===== src/design/fcsi_pkg.sv =====
// ---------------------------------------------------------------------------
// Feistel cache set index package
// Shared sizes, command and state codes, register indexes and the structs
// that connect the table store with the control and round logic.
// ---------------------------------------------------------------------------
`default_nettype none

package fcsi_pkg;

    localparam int NUM_ROUNDS = 4;
    localparam int HALF_BITS  = 16;

    localparam int LINE_W    = 2 * HALF_BITS;
    localparam int ROUND_W   = (NUM_ROUNDS > 1) ? $clog2(NUM_ROUNDS) : 1;
    localparam int ADDR_W    = 48;
    localparam int DATA_W    = 32;
    localparam int DEST_W    = 4;
    localparam int ROW_W     = 4;
    localparam int STAGE_W   = 2;
    localparam int CMD_W     = 2;
    localparam int OFFSET_W  = 5;
    localparam int CFG_IDX_W = 2;

    localparam logic [OFFSET_W-1:0] OFFSET_BITS_RESET = OFFSET_W'(6);
    localparam logic [DATA_W-1:0]   SET_MASK_RESET    = DATA_W'(1023);

    localparam logic [CFG_IDX_W-1:0] REG_OFFSET_BITS = CFG_IDX_W'(0);
    localparam logic [CFG_IDX_W-1:0] REG_SET_MASK    = CFG_IDX_W'(1);

    typedef enum logic [CMD_W-1:0] {
        CMD_COMPUTE = 2'd0,
        CMD_KEY     = 2'd1,
        CMD_SUBST   = 2'd2,
        CMD_PERM    = 2'd3
    } t_cmd;

    typedef enum logic [1:0] {
        ST_IDLE,
        ST_ROUND,
        ST_DONE
    } t_state;

    typedef struct packed {
        logic               en;
        t_cmd               cmd;
        logic [ROUND_W-1:0] stage;
        logic [ROW_W-1:0]   row;
        logic [DATA_W-1:0]  data;
    } t_tbl_wr;

    typedef struct packed {
        logic [HALF_BITS-1:0]                key;
        logic [HALF_BITS-1:0][DATA_W-1:0]    masks;
        logic [HALF_BITS-1:0][DEST_W-1:0]    targets;
    } t_tbl_rd;

endpackage

`default_nettype wire


===== src/design/fcsi_ram.sv =====
// ---------------------------------------------------------------------------
// Generic RAM
// Single write port and single read port with a registered read.
// ---------------------------------------------------------------------------
`default_nettype none

module fcsi_ram #(
    parameter int WIDTH = 32,
    parameter int DEPTH = 4
) (
    input  wire logic                                      i_clk,
    input  wire logic                                      i_we,
    input  wire logic [((DEPTH > 1) ? $clog2(DEPTH) : 1)-1:0] i_waddr,
    input  wire logic [WIDTH-1:0]                          i_wdata,
    input  wire logic [((DEPTH > 1) ? $clog2(DEPTH) : 1)-1:0] i_raddr,
    output logic      [WIDTH-1:0]                          o_rdata
);

    logic [WIDTH-1:0] r_mem [DEPTH];
    logic [WIDTH-1:0] r_rdata;

    always_ff @(posedge i_clk) begin
        if (i_we) begin
            r_mem[i_waddr] <= i_wdata;
        end
        r_rdata <= r_mem[i_raddr];
    end

    assign o_rdata = r_rdata;

endmodule

`default_nettype wire


===== src/design/fcsi_tables.sv =====
// ---------------------------------------------------------------------------
// Feistel cache set index tables
// Stage keys, substitution masks and permutation targets: one key RAM and
// one mask and one target lane per row, all read at the same round address.
// ---------------------------------------------------------------------------
`default_nettype none

module fcsi_tables (
    input  wire logic                         i_clk,
    input  wire fcsi_pkg::t_tbl_wr            i_wr,
    input  wire logic [fcsi_pkg::ROUND_W-1:0] i_raddr,
    output fcsi_pkg::t_tbl_rd                 o_rd
);

    logic key_we;

    assign key_we = i_wr.en && (i_wr.cmd == fcsi_pkg::CMD_KEY);

    fcsi_ram #(
        .WIDTH(fcsi_pkg::HALF_BITS),
        .DEPTH(fcsi_pkg::NUM_ROUNDS)
    ) u_key_ram (
        .i_clk  (i_clk),
        .i_we   (key_we),
        .i_waddr(i_wr.stage),
        .i_wdata(i_wr.data[fcsi_pkg::HALF_BITS-1:0]),
        .i_raddr(i_raddr),
        .o_rdata(o_rd.key)
    );

    for (genvar r = 0; r < fcsi_pkg::HALF_BITS; r++) begin : g_row
        logic row_hit;
        logic mask_we;
        logic target_we;

        assign row_hit   = i_wr.en && (i_wr.row == fcsi_pkg::ROW_W'(r));
        assign mask_we   = row_hit && (i_wr.cmd == fcsi_pkg::CMD_SUBST);
        assign target_we = row_hit && (i_wr.cmd == fcsi_pkg::CMD_PERM);

        fcsi_ram #(
            .WIDTH(fcsi_pkg::DATA_W),
            .DEPTH(fcsi_pkg::NUM_ROUNDS)
        ) u_mask_ram (
            .i_clk  (i_clk),
            .i_we   (mask_we),
            .i_waddr(i_wr.stage),
            .i_wdata(i_wr.data),
            .i_raddr(i_raddr),
            .o_rdata(o_rd.masks[r])
        );

        fcsi_ram #(
            .WIDTH(fcsi_pkg::DEST_W),
            .DEPTH(fcsi_pkg::NUM_ROUNDS)
        ) u_target_ram (
            .i_clk  (i_clk),
            .i_we   (target_we),
            .i_waddr(i_wr.stage),
            .i_wdata(i_wr.data[fcsi_pkg::DEST_W-1:0]),
            .i_raddr(i_raddr),
            .o_rdata(o_rd.targets[r])
        );
    end

endmodule

`default_nettype wire


===== src/design/fcsi_round_unit.sv =====
// ---------------------------------------------------------------------------
// Feistel cache set index round unit
// One Feistel round: keyed parity substitution, bit permutation and the
// XOR into the right half.
// ---------------------------------------------------------------------------
`default_nettype none

module fcsi_round_unit (
    input  wire logic [fcsi_pkg::HALF_BITS-1:0] i_left,
    input  wire logic [fcsi_pkg::HALF_BITS-1:0] i_right,
    input  wire fcsi_pkg::t_tbl_rd              i_tbl,
    output logic      [fcsi_pkg::HALF_BITS-1:0] o_next
);

    logic [fcsi_pkg::DATA_W-1:0]    joined;
    logic [fcsi_pkg::HALF_BITS-1:0] sub;
    logic [fcsi_pkg::HALF_BITS-1:0] perm;

    assign joined = fcsi_pkg::DATA_W'({i_left, i_tbl.key});

    always_comb begin
        for (int r = 0; r < fcsi_pkg::HALF_BITS; r++) begin
            sub[fcsi_pkg::HALF_BITS-1-r] = ^(joined & i_tbl.masks[r]);
        end
    end

    always_comb begin
        perm = '0;
        for (int k = 0; k < fcsi_pkg::HALF_BITS; k++) begin
            for (int r = 0; r < fcsi_pkg::HALF_BITS; r++) begin
                if (sub[r] && (i_tbl.targets[r] == fcsi_pkg::DEST_W'(k))) begin
                    perm[k] = 1'b1;
                end
            end
        end
    end

    assign o_next = perm ^ i_right;

endmodule

`default_nettype wire


===== src/design/feistel_cache_set_index.sv =====
// ---------------------------------------------------------------------------
// Feistel cache set index
// Top level: command decode, round sequencer, configuration registers and
// result register.
// ---------------------------------------------------------------------------
// A table write (key, substitution mask or permutation entry) is accepted
// while the block is idle and returns no result. A compute transfer is
// accepted only while the block is idle and runs each Feistel round in turn
// through the single shared round unit, whose table lanes are read one round
// ahead, then loads the result into the output register once the output side
// is free. A new item is accepted only after that result is loaded and the
// block is back in idle. The tables are not cleared after reset; every entry
// a computation uses must be written first.
`default_nettype none

module feistel_cache_set_index (
    input  wire logic                           i_clk,
    input  wire logic                           i_rst_n,
    input  wire logic                           i_in_valid,
    output logic                                o_in_ready,
    input  wire logic [fcsi_pkg::CMD_W-1:0]     i_command,
    input  wire logic [fcsi_pkg::ADDR_W-1:0]    i_address,
    input  wire logic [fcsi_pkg::STAGE_W-1:0]   i_stage_select,
    input  wire logic [fcsi_pkg::ROW_W-1:0]     i_row_select,
    input  wire logic [fcsi_pkg::DATA_W-1:0]    i_write_data,
    output logic                                o_out_valid,
    input  wire logic                           i_out_ready,
    output logic      [fcsi_pkg::DATA_W-1:0]    o_set_index,
    output logic      [fcsi_pkg::DATA_W-1:0]    o_encrypted_line,
    input  wire logic                           i_cfg_we,
    input  wire logic [fcsi_pkg::CFG_IDX_W-1:0] i_cfg_index,
    input  wire logic [fcsi_pkg::DATA_W-1:0]    i_cfg_data
);

    fcsi_pkg::t_state                 r_state;
    fcsi_pkg::t_state                 n_state;
    logic [fcsi_pkg::ROUND_W-1:0]     r_round;
    logic [fcsi_pkg::ROUND_W-1:0]     n_round;
    logic [fcsi_pkg::HALF_BITS-1:0]   r_left;
    logic [fcsi_pkg::HALF_BITS-1:0]   r_right;
    logic [fcsi_pkg::OFFSET_W-1:0]    r_offset_bits;
    logic [fcsi_pkg::DATA_W-1:0]      r_set_mask;
    logic                             r_out_valid;
    logic [fcsi_pkg::DATA_W-1:0]      r_set_index;
    logic [fcsi_pkg::DATA_W-1:0]      r_encrypted;

    logic                             in_accept;
    logic                             start;
    logic                             round_en;
    logic                             load_out;
    logic                             last_round;
    logic [fcsi_pkg::ADDR_W-1:0]      shifted;
    logic [fcsi_pkg::LINE_W-1:0]      line;
    logic [fcsi_pkg::HALF_BITS-1:0]   round_next;
    logic [fcsi_pkg::DATA_W-1:0]      enc;
    fcsi_pkg::t_tbl_wr                tbl_wr;
    fcsi_pkg::t_tbl_rd                tbl_rd;

    assign in_accept  = i_in_valid && o_in_ready;
    assign start      = in_accept && (i_command == fcsi_pkg::CMD_COMPUTE);
    assign last_round = (r_round == fcsi_pkg::ROUND_W'(fcsi_pkg::NUM_ROUNDS - 1));

    assign tbl_wr.en    = in_accept && (i_command != fcsi_pkg::CMD_COMPUTE)
                          && (int'(i_stage_select) < fcsi_pkg::NUM_ROUNDS);
    assign tbl_wr.cmd   = fcsi_pkg::t_cmd'(i_command);
    assign tbl_wr.stage = fcsi_pkg::ROUND_W'(i_stage_select);
    assign tbl_wr.row   = i_row_select;
    assign tbl_wr.data  = i_write_data;

    fcsi_tables u_tables (
        .i_clk  (i_clk),
        .i_wr   (tbl_wr),
        .i_raddr(n_round),
        .o_rd   (tbl_rd)
    );

    fcsi_round_unit u_round (
        .i_left (r_left),
        .i_right(r_right),
        .i_tbl  (tbl_rd),
        .o_next (round_next)
    );

    always_comb begin
        n_state = r_state;
        case (r_state)
            fcsi_pkg::ST_IDLE: begin
                if (start) begin
                    n_state = fcsi_pkg::ST_ROUND;
                end
            end
            fcsi_pkg::ST_ROUND: begin
                if (last_round) begin
                    n_state = fcsi_pkg::ST_DONE;
                end
            end
            fcsi_pkg::ST_DONE: begin
                if (!r_out_valid || i_out_ready) begin
                    n_state = fcsi_pkg::ST_IDLE;
                end
            end
            default: begin
                n_state = fcsi_pkg::ST_IDLE;
            end
        endcase
    end

    always_comb begin
        o_in_ready = 1'b0;
        round_en   = 1'b0;
        load_out   = 1'b0;
        n_round    = '0;
        case (r_state)
            fcsi_pkg::ST_IDLE: begin
                o_in_ready = 1'b1;
            end
            fcsi_pkg::ST_ROUND: begin
                round_en = 1'b1;
                n_round  = r_round + 1'b1;
            end
            fcsi_pkg::ST_DONE: begin
                load_out = !r_out_valid || i_out_ready;
            end
            default: begin
                o_in_ready = 1'b0;
            end
        endcase
    end

    assign shifted = i_address >> r_offset_bits;
    assign line    = shifted[fcsi_pkg::LINE_W-1:0];
    assign enc     = fcsi_pkg::DATA_W'({r_left, r_right});

    always_ff @(posedge i_clk) begin
        if (!i_rst_n) begin
            r_state <= fcsi_pkg::ST_IDLE;
            r_round <= '0;
        end else begin
            r_state <= n_state;
            r_round <= n_round;
        end
    end

    always_ff @(posedge i_clk) begin
        if (start) begin
            r_left  <= line[fcsi_pkg::LINE_W-1:fcsi_pkg::HALF_BITS];
            r_right <= line[fcsi_pkg::HALF_BITS-1:0];
        end else if (round_en) begin
            r_left  <= r_right;
            r_right <= round_next;
        end
    end

    always_ff @(posedge i_clk) begin
        if (!i_rst_n) begin
            r_offset_bits <= fcsi_pkg::OFFSET_BITS_RESET;
            r_set_mask    <= fcsi_pkg::SET_MASK_RESET;
        end else if (i_cfg_we) begin
            case (i_cfg_index)
                fcsi_pkg::REG_OFFSET_BITS: r_offset_bits <= i_cfg_data[fcsi_pkg::OFFSET_W-1:0];
                fcsi_pkg::REG_SET_MASK:    r_set_mask    <= i_cfg_data;
                default: begin
                end
            endcase
        end
    end

    always_ff @(posedge i_clk) begin
        if (!i_rst_n) begin
            r_out_valid <= 1'b0;
        end else if (load_out) begin
            r_out_valid <= 1'b1;
        end else if (i_out_ready) begin
            r_out_valid <= 1'b0;
        end
    end

    always_ff @(posedge i_clk) begin
        if (load_out) begin
            r_set_index <= enc & r_set_mask;
            r_encrypted <= enc;
        end
    end

    assign o_out_valid      = r_out_valid;
    assign o_set_index      = r_set_index;
    assign o_encrypted_line = r_encrypted;

endmodule

`default_nettype wire


===== config.mk =====
export PLATFORM = sky130hd
export DESIGN_NAME = feistel_cache_set_index
export DESIGN_NICKNAME = d
export VERILOG_FILES = /design/src/design/fcsi_pkg.sv /design/src/design/fcsi_ram.sv /design/src/design/fcsi_tables.sv /design/src/design/fcsi_round_unit.sv /design/src/design/feistel_cache_set_index.sv
export SDC_FILE = /design/constraint.sdc
export NUM_CORES = 2
export LEC_CHECK = 0
export BUFFER_PORTS_ARGS = -buffer_cell sky130_fd_sc_hd__buf_2
export CORE_MARGIN = 4
export CORE_UTILIZATION = 50
export DETAILED_ROUTE_END_ITERATION = 6
export MAX_ROUTING_LAYER = met4
export PLACE_DENSITY = 0.67
export SLEW_MARGIN = 15
export SYNTH_ARGS = -nofsm -noshare
export SYNTH_HDL_FRONTEND = slang
export SYNTH_SLANG_ARGS = --single-unit

===== constraint.sdc =====
create_clock -name i_clk -period 10.8 [get_ports i_clk]
set_input_delay 0.54 -clock i_clk [delete_from_list [all_inputs] [get_ports i_clk]]
set_output_delay 0.54 -clock i_clk [all_outputs]
set_load 0.05 [all_outputs]

**After elaboration in Yosys (flattened, before gate mapping)**

Memory sizes are Yosys's and may differ from the RTL's. A register that Yosys moved wholly into a read port is not among the register bits.
Cells that the tools add are included.

- Bitwise logic cells: 18
- Reductions and logical operators: 352
- Add/subtract/negate cells: 1
- Equality and inequality tests: 265
- Shifts and indexed selects: 1
- Multiplexer cells: 336

Operator list:

| operator | number |
|---|---|
| AND 32 bit | 17 |
| equality test 4 bit, second input constant | 136 |
| XOR reduction 32 bit | 16 |
| two-way mux 1 bit | 327 |
| logical AND 1 bit | 308 |
| equality test 4 x 3 -> 1 bit, second input constant | 68 |
| equality test 4 x 2 -> 1 bit, second input constant | 34 |
| equality test 4 x 1 -> 1 bit, second input constant | 17 |
| logical NOT 4 bit | 17 |
| two-way mux 16 bit | 4 |
| >> shifter 48 x 5 -> 32 bit | 1 |
| XOR 16 bit | 1 |
| equality test 2 bit, second input constant | 4 |
| two-way mux 2 bit | 4 |
| equality test 2 x 1 -> 1 bit, second input constant | 3 |
| logical NOT 2 bit | 3 |
| != test 2 bit, second input constant | 3 |
| one-hot mux 2 bit (3 select lines) | 1 |
| nonzero test 2 bit | 3 |
| AND reduction 2 bit | 2 |
| AND reduction 3 bit | 1 |
| adder 2 x 1 -> 2 bit, second input constant | 1 |
| logical NOT 1 bit | 1 |
| logical OR 1 bit | 1 |

- Memories: 33
- Memory bits (writable): 2368
- Input bits: 127
- Register bits: 138
- Word-level logic and storage cells: 1015
- Output and inout bits: 66

Memories:

| memory | words | width | rd ports | clocked after Yosys merged registers in | wr ports | line | text |
|---|---|---|---|---|---|---|---|
| u_tables.g_row[0].u_mask_ram.r_mem | 4 | 32 | 1 | 1 | 1 | fcsi_ram.sv:19 | `logic [WIDTH-1:0] r_mem [DEPTH];` |
| u_tables.g_row[10].u_mask_ram.r_mem | 4 | 32 | 1 | 1 | 1 | fcsi_ram.sv:19 |  |
| u_tables.g_row[11].u_mask_ram.r_mem | 4 | 32 | 1 | 1 | 1 | fcsi_ram.sv:19 |  |
| u_tables.g_row[12].u_mask_ram.r_mem | 4 | 32 | 1 | 1 | 1 | fcsi_ram.sv:19 |  |
| u_tables.g_row[13].u_mask_ram.r_mem | 4 | 32 | 1 | 1 | 1 | fcsi_ram.sv:19 |  |
| u_tables.g_row[14].u_mask_ram.r_mem | 4 | 32 | 1 | 1 | 1 | fcsi_ram.sv:19 |  |
| 27 more memories | - | - | - | - | - | - |  |

**Depth between registers and ports, before layout**

- Depth in word-level cells: 22
- Gate-level depth with buffers: 14
- Depth with buffers taken out: 11

**Cells and area by module**

Synthesis repeated with hierarchy kept, for this count alone.

- Cells, all modules: 5943
- Area, all modules: 116618.1 um^2

By module, submodules not included:

| module | seq. area each (um^2) | cells each | times used | area an instance (um^2) |
|---|---|---|---|---|
| fcsi_ram (u_tables.g_row[0].u_mask_ram ...) | 4484.3 | 203 | 16 | 5330.1 |
| fcsi_ram (u_tables.g_row[0].u_target_ram ...) | 560.5 | 28 | 16 | 696.9 |
| fcsi_round_unit | 0.0 | 1432 | 1 | 9345.2 |
| feistel_cache_set_index | 3723.6 | 664 | 1 | 7906.3 |
| fcsi_ram (u_tables.u_key_ram) | 2242.2 | 104 | 1 | 2697.6 |
| fcsi_tables | 0.0 | 47 | 1 | 236.5 |

**Least setup slack after synthesis**

OpenSTA, ideal clock, no wires.

- Path type: reg-to-reg
- Start point: register r_state[1]
- End point: memory u_tables.g_row[13].u_mask_ram.r_mem[0][0] (enable)
- Cell stages (with the launch flop): 7
- Library setup time: 421 ps
- Path buffers: 0
- Period minus slack after synthesis: 4144 ps
- Slack: 6656 ps
- Arrival: 3723 ps
- Required time: 10379 ps
- Path through: dfxtp_1 > nor2_1 > nand2_1 > or2_2 > nor3b_1 > nand2_1 > nor2_1

- Cells in the longest elaborated chain, start to end: 8

RTL lines:

| what | line | text |
|---|---|---|
| start: declaration | feistel_cache_set_index.sv:35 | `fcsi_pkg::t_state r_state;` |
| start signal: assignment | feistel_cache_set_index.sv:136 | `r_state <= fcsi_pkg::ST_IDLE;` |
| start signal: assignment | feistel_cache_set_index.sv:139 | `r_state <= n_state;` |
| logical NOT 2 bit | feistel_cache_set_index.sv:113 | `case (r_state)` |
| two-way mux 1 bit | feistel_cache_set_index.sv:113 |  |
| named net o_in_ready | feistel_cache_set_index.sv:20 | `output logic o_in_ready,` |
| logical AND 1 bit | feistel_cache_set_index.sv:59 | `assign in_accept = i_in_valid && o_in_ready;` |
| logical AND 1 bit | feistel_cache_set_index.sv:63 | `assign tbl_wr.en = in_accept && (i_command != fcsi_pkg::CMD_COMPUTE)` |
| logical AND 1 bit | fcsi_tables.sv:36 | `assign row_hit = i_wr.en && (i_wr.row == fcsi_pkg::ROW_W'(r));` |
| logical AND 1 bit | fcsi_tables.sv:37 | `assign mask_we = row_hit && (i_wr.cmd == fcsi_pkg::CMD_SUBST);` |
| two-way mux 1 bit | fcsi_ram.sv:23 | `if (i_we) begin` |
| two-way mux 1 bit (not written as such) | fcsi_ram.sv:24 | `r_mem[i_waddr] <= i_wdata;` |
| end: declaration | fcsi_ram.sv:19 |  |

The timed path passes the listed nets, and every way through them passes these cells.

**Worst setup path in the final report**

- Start point: register r_round[0] in the netlist's numbering
- End point: register u_tables.g_row[9].u_mask_ram.r_rdata[21], read port of u_tables.g_row[9].u_mask_ram.r_mem

- Cells in the longest elaborated chain, start to end: 2

RTL lines:

| what | line | text |
|---|---|---|
| start: declaration | feistel_cache_set_index.sv:37 | `logic [fcsi_pkg::ROUND_W-1:0] r_round;` |
| start signal: assignment | feistel_cache_set_index.sv:140 | `r_round <= n_round;` |
| adder 2 x 1 -> 2 bit | feistel_cache_set_index.sv:119 | `n_round = r_round + 1'b1;` |
| two-way mux 2 bit | feistel_cache_set_index.sv:113 |  |
| end: declaration | fcsi_ram.sv:20 | `logic [WIDTH-1:0] r_rdata;` |

Every way passes these cells.
A chain may end at the register's enable or synchronous reset.

==> flow_metrics.tcl <==
set metrics [dict create \
    status "finished clean" \
    slew_viol_final 0 \
    gr-total-overflow 0 \
    grt_pass1_vias 68964 \
    area_growth_pct 12.7 \
    first_pass_iters 6 \
    antenna_left 0 \
    hold_class "in -> reg" \
    ys_warn_count 0 \
    power.density_nw_per_um2 199 \
    r2r_start "r_round[0]$_SDFF_PN0_" \
    maxClockFrequency_ghz 0.184 \
    portBuffers 192 \
    grt_usage_pct 28.0 \
    tightest_slew_ns 1.21 \
    wire_per_inst_um 27.6 \
    start_util_pct 50.3 \
    netlist_area_um2 119000 \
    layout_setup_ws_ns 5.36 \
    holdPathEnd "u_tables.g_row[8].u_mask_ram.r_mem[2][17]$_DFFE_PP_" \
    r2r_setup_slack_ns 5.36 \
    endpoint_kind "flop" \
    design.core.area_um2 236000 \
    start_kind "flop" \
    power_w 0.0266 \
    crit_start "r_round[0]$_SDFF_PN0_" \
    hold_depth 1 \
    multi_input_area_um2 30000 \
    synth_top_area_cell "edfxtp_1" \
    yosysSeqAreaShare_pct 73.1 \
    p_leak_nw 44.3 \
    die_height_um 495 \
    min_from "i_write_data[17]" \
    gp_congestion 0.945 \
    antenna_found_initial 35 \
    dp_hpwl_mm 187 \
    period_needed_ns 5.44 \
    clockBufferDepth 4 \
    cp.required_ns 11.56 \
    ios 193 \
    fin_setup_tns_ns 0 \
    period_share_pct 50.3 \
    cp.arrival_ns 6.19 \
    grt_pass1_wl_mm 483 \
    yosys.area.top_type_share_pct 62.4 \
    mostFrequentLayoutCells "edfxtp_1 (2464), nand2_1 (1959), dfxtp_1 (621), nor2b_1 (618), a31oi_1 (601)" \
    pre_cts_slack_ns 5.46 \
    num_rows 178 \
    drcViolationCount 0 \
    clkLatencyLatePin_ns 0.95 \
    cts_sinks 3098 \
    grt_setup_unrepaired "no" \
    reg2reg_depth 8 \
    drt_wl_total_mm 339 \
    layout_commonest_cell "edfxtp_1" \
    cts_resized 0 \
    peakVddDrop_v 0.000169 \
    synth.area.top_cells "edfxtp_1 (62%), dfxtp_1 (11%), nand2_1 (6.2%), a211oi_1 (3.8%), nor2b_1 (3.3%)" \
    clock_tree.root_cell "clkbuf_16" \
    setup_viol 0 \
    r2r_end "u_tables.g_row[9].u_mask_ram.o_rdata[21]$_DFF_P_" \
    worst-path-max-fanout 106 \
    synthFlopType "edfxtp_1" \
    hold_violations 0 \
    async_flop_share_pct 0 \
    cap_violations 0 \
    nFillCells 18481 \
    ys_ff_latch 3098 \
    drt_iter0_markers 9099 \
    fin_worst_skew_ns 0.0476 \
    fp.dieW_um 495 \
    slew_headroom_pct 19.3 \
    clk_pin_slew_ns 0.06 \
    nets 9027 \
    path_class "reg -> reg" \
    grt_max_degree 215 \
    synth_fp_nets 8848 \
    avgSynthCellArea_um2 13.6 \
    dieArea_um2 245000 \
    regArea_um2 86700 \
    cts_tree "done" \
    cts_buffers 319 \
    syn_inst 8720 \
    htree_levels 5 \
    yosysUniqueCellTypes 63 \
    vias 72970 \
    viasPerCell 5.93 \
    synth_edf_count 2464 \
    drive_above_1_share_pct 10.5 \
]
## what timing repair did
action | 4_1_cts | 5_1_grt
endpoints found under the hold margin | 120 | 0
hold buffers | 52 | 0
setup buffers | 0 | 0
## where the power goes
part | leakage (nW) | switching, W | internal, W
Clock | 4.91 | 0.00442 | 0.00623
Combinational | 11.9 | 0.00196 | 0.000856
Sequential | 27.5 | 0.000137 | 0.0130
Total | 44.3 | 0.00651 | 0.0201
## cell families after synthesis
group           count (synthesis)  synth area share (%)
fa+ha+maj                       1                0.0106
mux                            84                  1.07
flops                        3098                  73.1
compound gates               1421                  8.30
simple gates                 3062                  11.7
xor+xnor                      497                  3.74
buf+inv                       557                  2.09
## worst max path at each step
stage | to | slack [ns] | cells past startpoint
CTS | u_tables.u_key_ram.o_rdata[10]$_DFF_P_ | 5.43 | 8
global route | u_tables.g_row[9].u_mask_ram.o_rdata[6]$_DFF_P_ | 5.02 | 8
floorplan | u_tables.g_row[13].u_mask_ram.r_mem[0][0]$_DFFE_PP_ | 6.66 | 6
global placement | u_tables.g_row[9].u_mask_ram.o_rdata[22]$_DFF_P_ | 5.54 | 8
finish | u_tables.g_row[9].u_mask_ram.o_rdata[21]$_DFF_P_ | 5.36 | 8
detailed placement | u_tables.u_key_ram.o_rdata[10]$_DFF_P_ | 5.46 | 8
## critical path, cell delays in order (launching register included)
cell and delay [ns]:
dfxtp_1 0.34, ha_4 0.81, buf_4 0.75, buf_4 1.01, buf_4 1.02, buf_4 0.73, nor2b_1 0.12, a211oi_1 0.22
a31oi_1 0.08
## area by class of cell
| type | instances | share of cell area, % |
|---|---|---|
| diodes | 14 | 0.0262 |
| clock buffers | 461 | 6.76 |
| clock inverters | 106 | 0.767 |
| inverters | 15 | 0.0422 |
| multi-input cells | 5065 | 22.4 |
| flip-flops and latches | 3098 | 64.9 |
| well taps | 3150 | 2.95 |
| repair buffers | 400 | 2.11 |
## routing by layer
layer | vias up | global-route usage (%) | routed length (µm)
met2 | 3616 | 42.7 | 157000
li1 | 32159 | - | -
met3 | 526 | 4.21 | 32500
met4 | 0 | 9.16 | 11100
met1 | 36669 | 38.9 | 139000
met5 | - | - | 0
## cell usage after synthesis (5+ instances only)
| cell type | instances |
|---|---|
| xnor2_1 | 360 |
| inv_1 | 13 |
| buf_1 | 19 |
| o21a_1 | 5 |
| nor3_1 | 24 |
| or2_2 | 5 |
| xnor2_2 | 11 |
| nand3_1 | 25 |
| o21ai_0 | 33 |
| nand2_2 | 12 |
| mux4_2 | 34 |
| and2_1 | 38 |
| o31a_1 | 14 |
| nor2b_1 | 619 |
| a211oi_1 | 596 |
| a32oi_1 | 14 |
| nand3b_1 | 14 |
| mux2i_1 | 46 |
| buf_2 | 6 |
| nor4_1 | 47 |
| a221o_1 | 9 |
| nor2_1 | 217 |
| a22oi_1 | 20 |
| buf_4 | 28 |
| o221ai_1 | 13 |
| edfxtp_1 | 2464 |
| a21oi_1 | 45 |
| o211ai_1 | 16 |
| o22a_1 | 7 |
| o2111ai_1 | 12 |
| a31oi_1 | 601 |
| o31ai_1 | 16 |
| nand2b_1 | 30 |
| buf_6 | 35 |
| nor4b_1 | 18 |
| dfxtp_1 | 634 |
| xor2_1 | 126 |
| nand2_1 | 1962 |
| clkbuf_1 | 453 |
| nor3b_1 | 28 |
## registers in the layout, summed over array words and instances, names as in the netlist
| register | flops |
|---|---|
| r_left | 16 |
| r_round | 2 |
| u_tables.u_key_ram.o_rdata | 16 |
| u_tables.g_row.u_mask_ram.r_mem | 2048 |
| u_tables.g_row.u_target_ram.o_rdata | 64 |
| r_state | 2 |
| u_tables.u_key_ram.r_mem | 64 |
| r_offset_bits | 5 |
| r_set_mask | 32 |
| r_right | 16 |
| o_encrypted_line | 32 |
| o_out_valid | 1 |
| o_set_index | 32 |
| u_tables.g_row.u_mask_ram.o_rdata | 512 |
| u_tables.g_row.u_target_ram.r_mem | 256 |
## per-stage QoR
| stage | instance area, µm² | util (%) | hold WS, ns | std cells |
|---|---|---|---|---|
| after floorplan | 119000 | - | 0.428 | 8720 |
| after global placement | 123000 | 52.2 | 0.439 | 11676 |
| final | 134000 | 56.7 | 0.0635 | 12309 |
| after CTS | 134000 | 56.7 | 0.00176 | 12295 |
| after detailed placement | 123000 | 52.2 | 0.448 | 11676 |
| after global routing | 134000 | 56.7 | 0.0291 | 12302 |
Power figures use the tool's default switching activity.
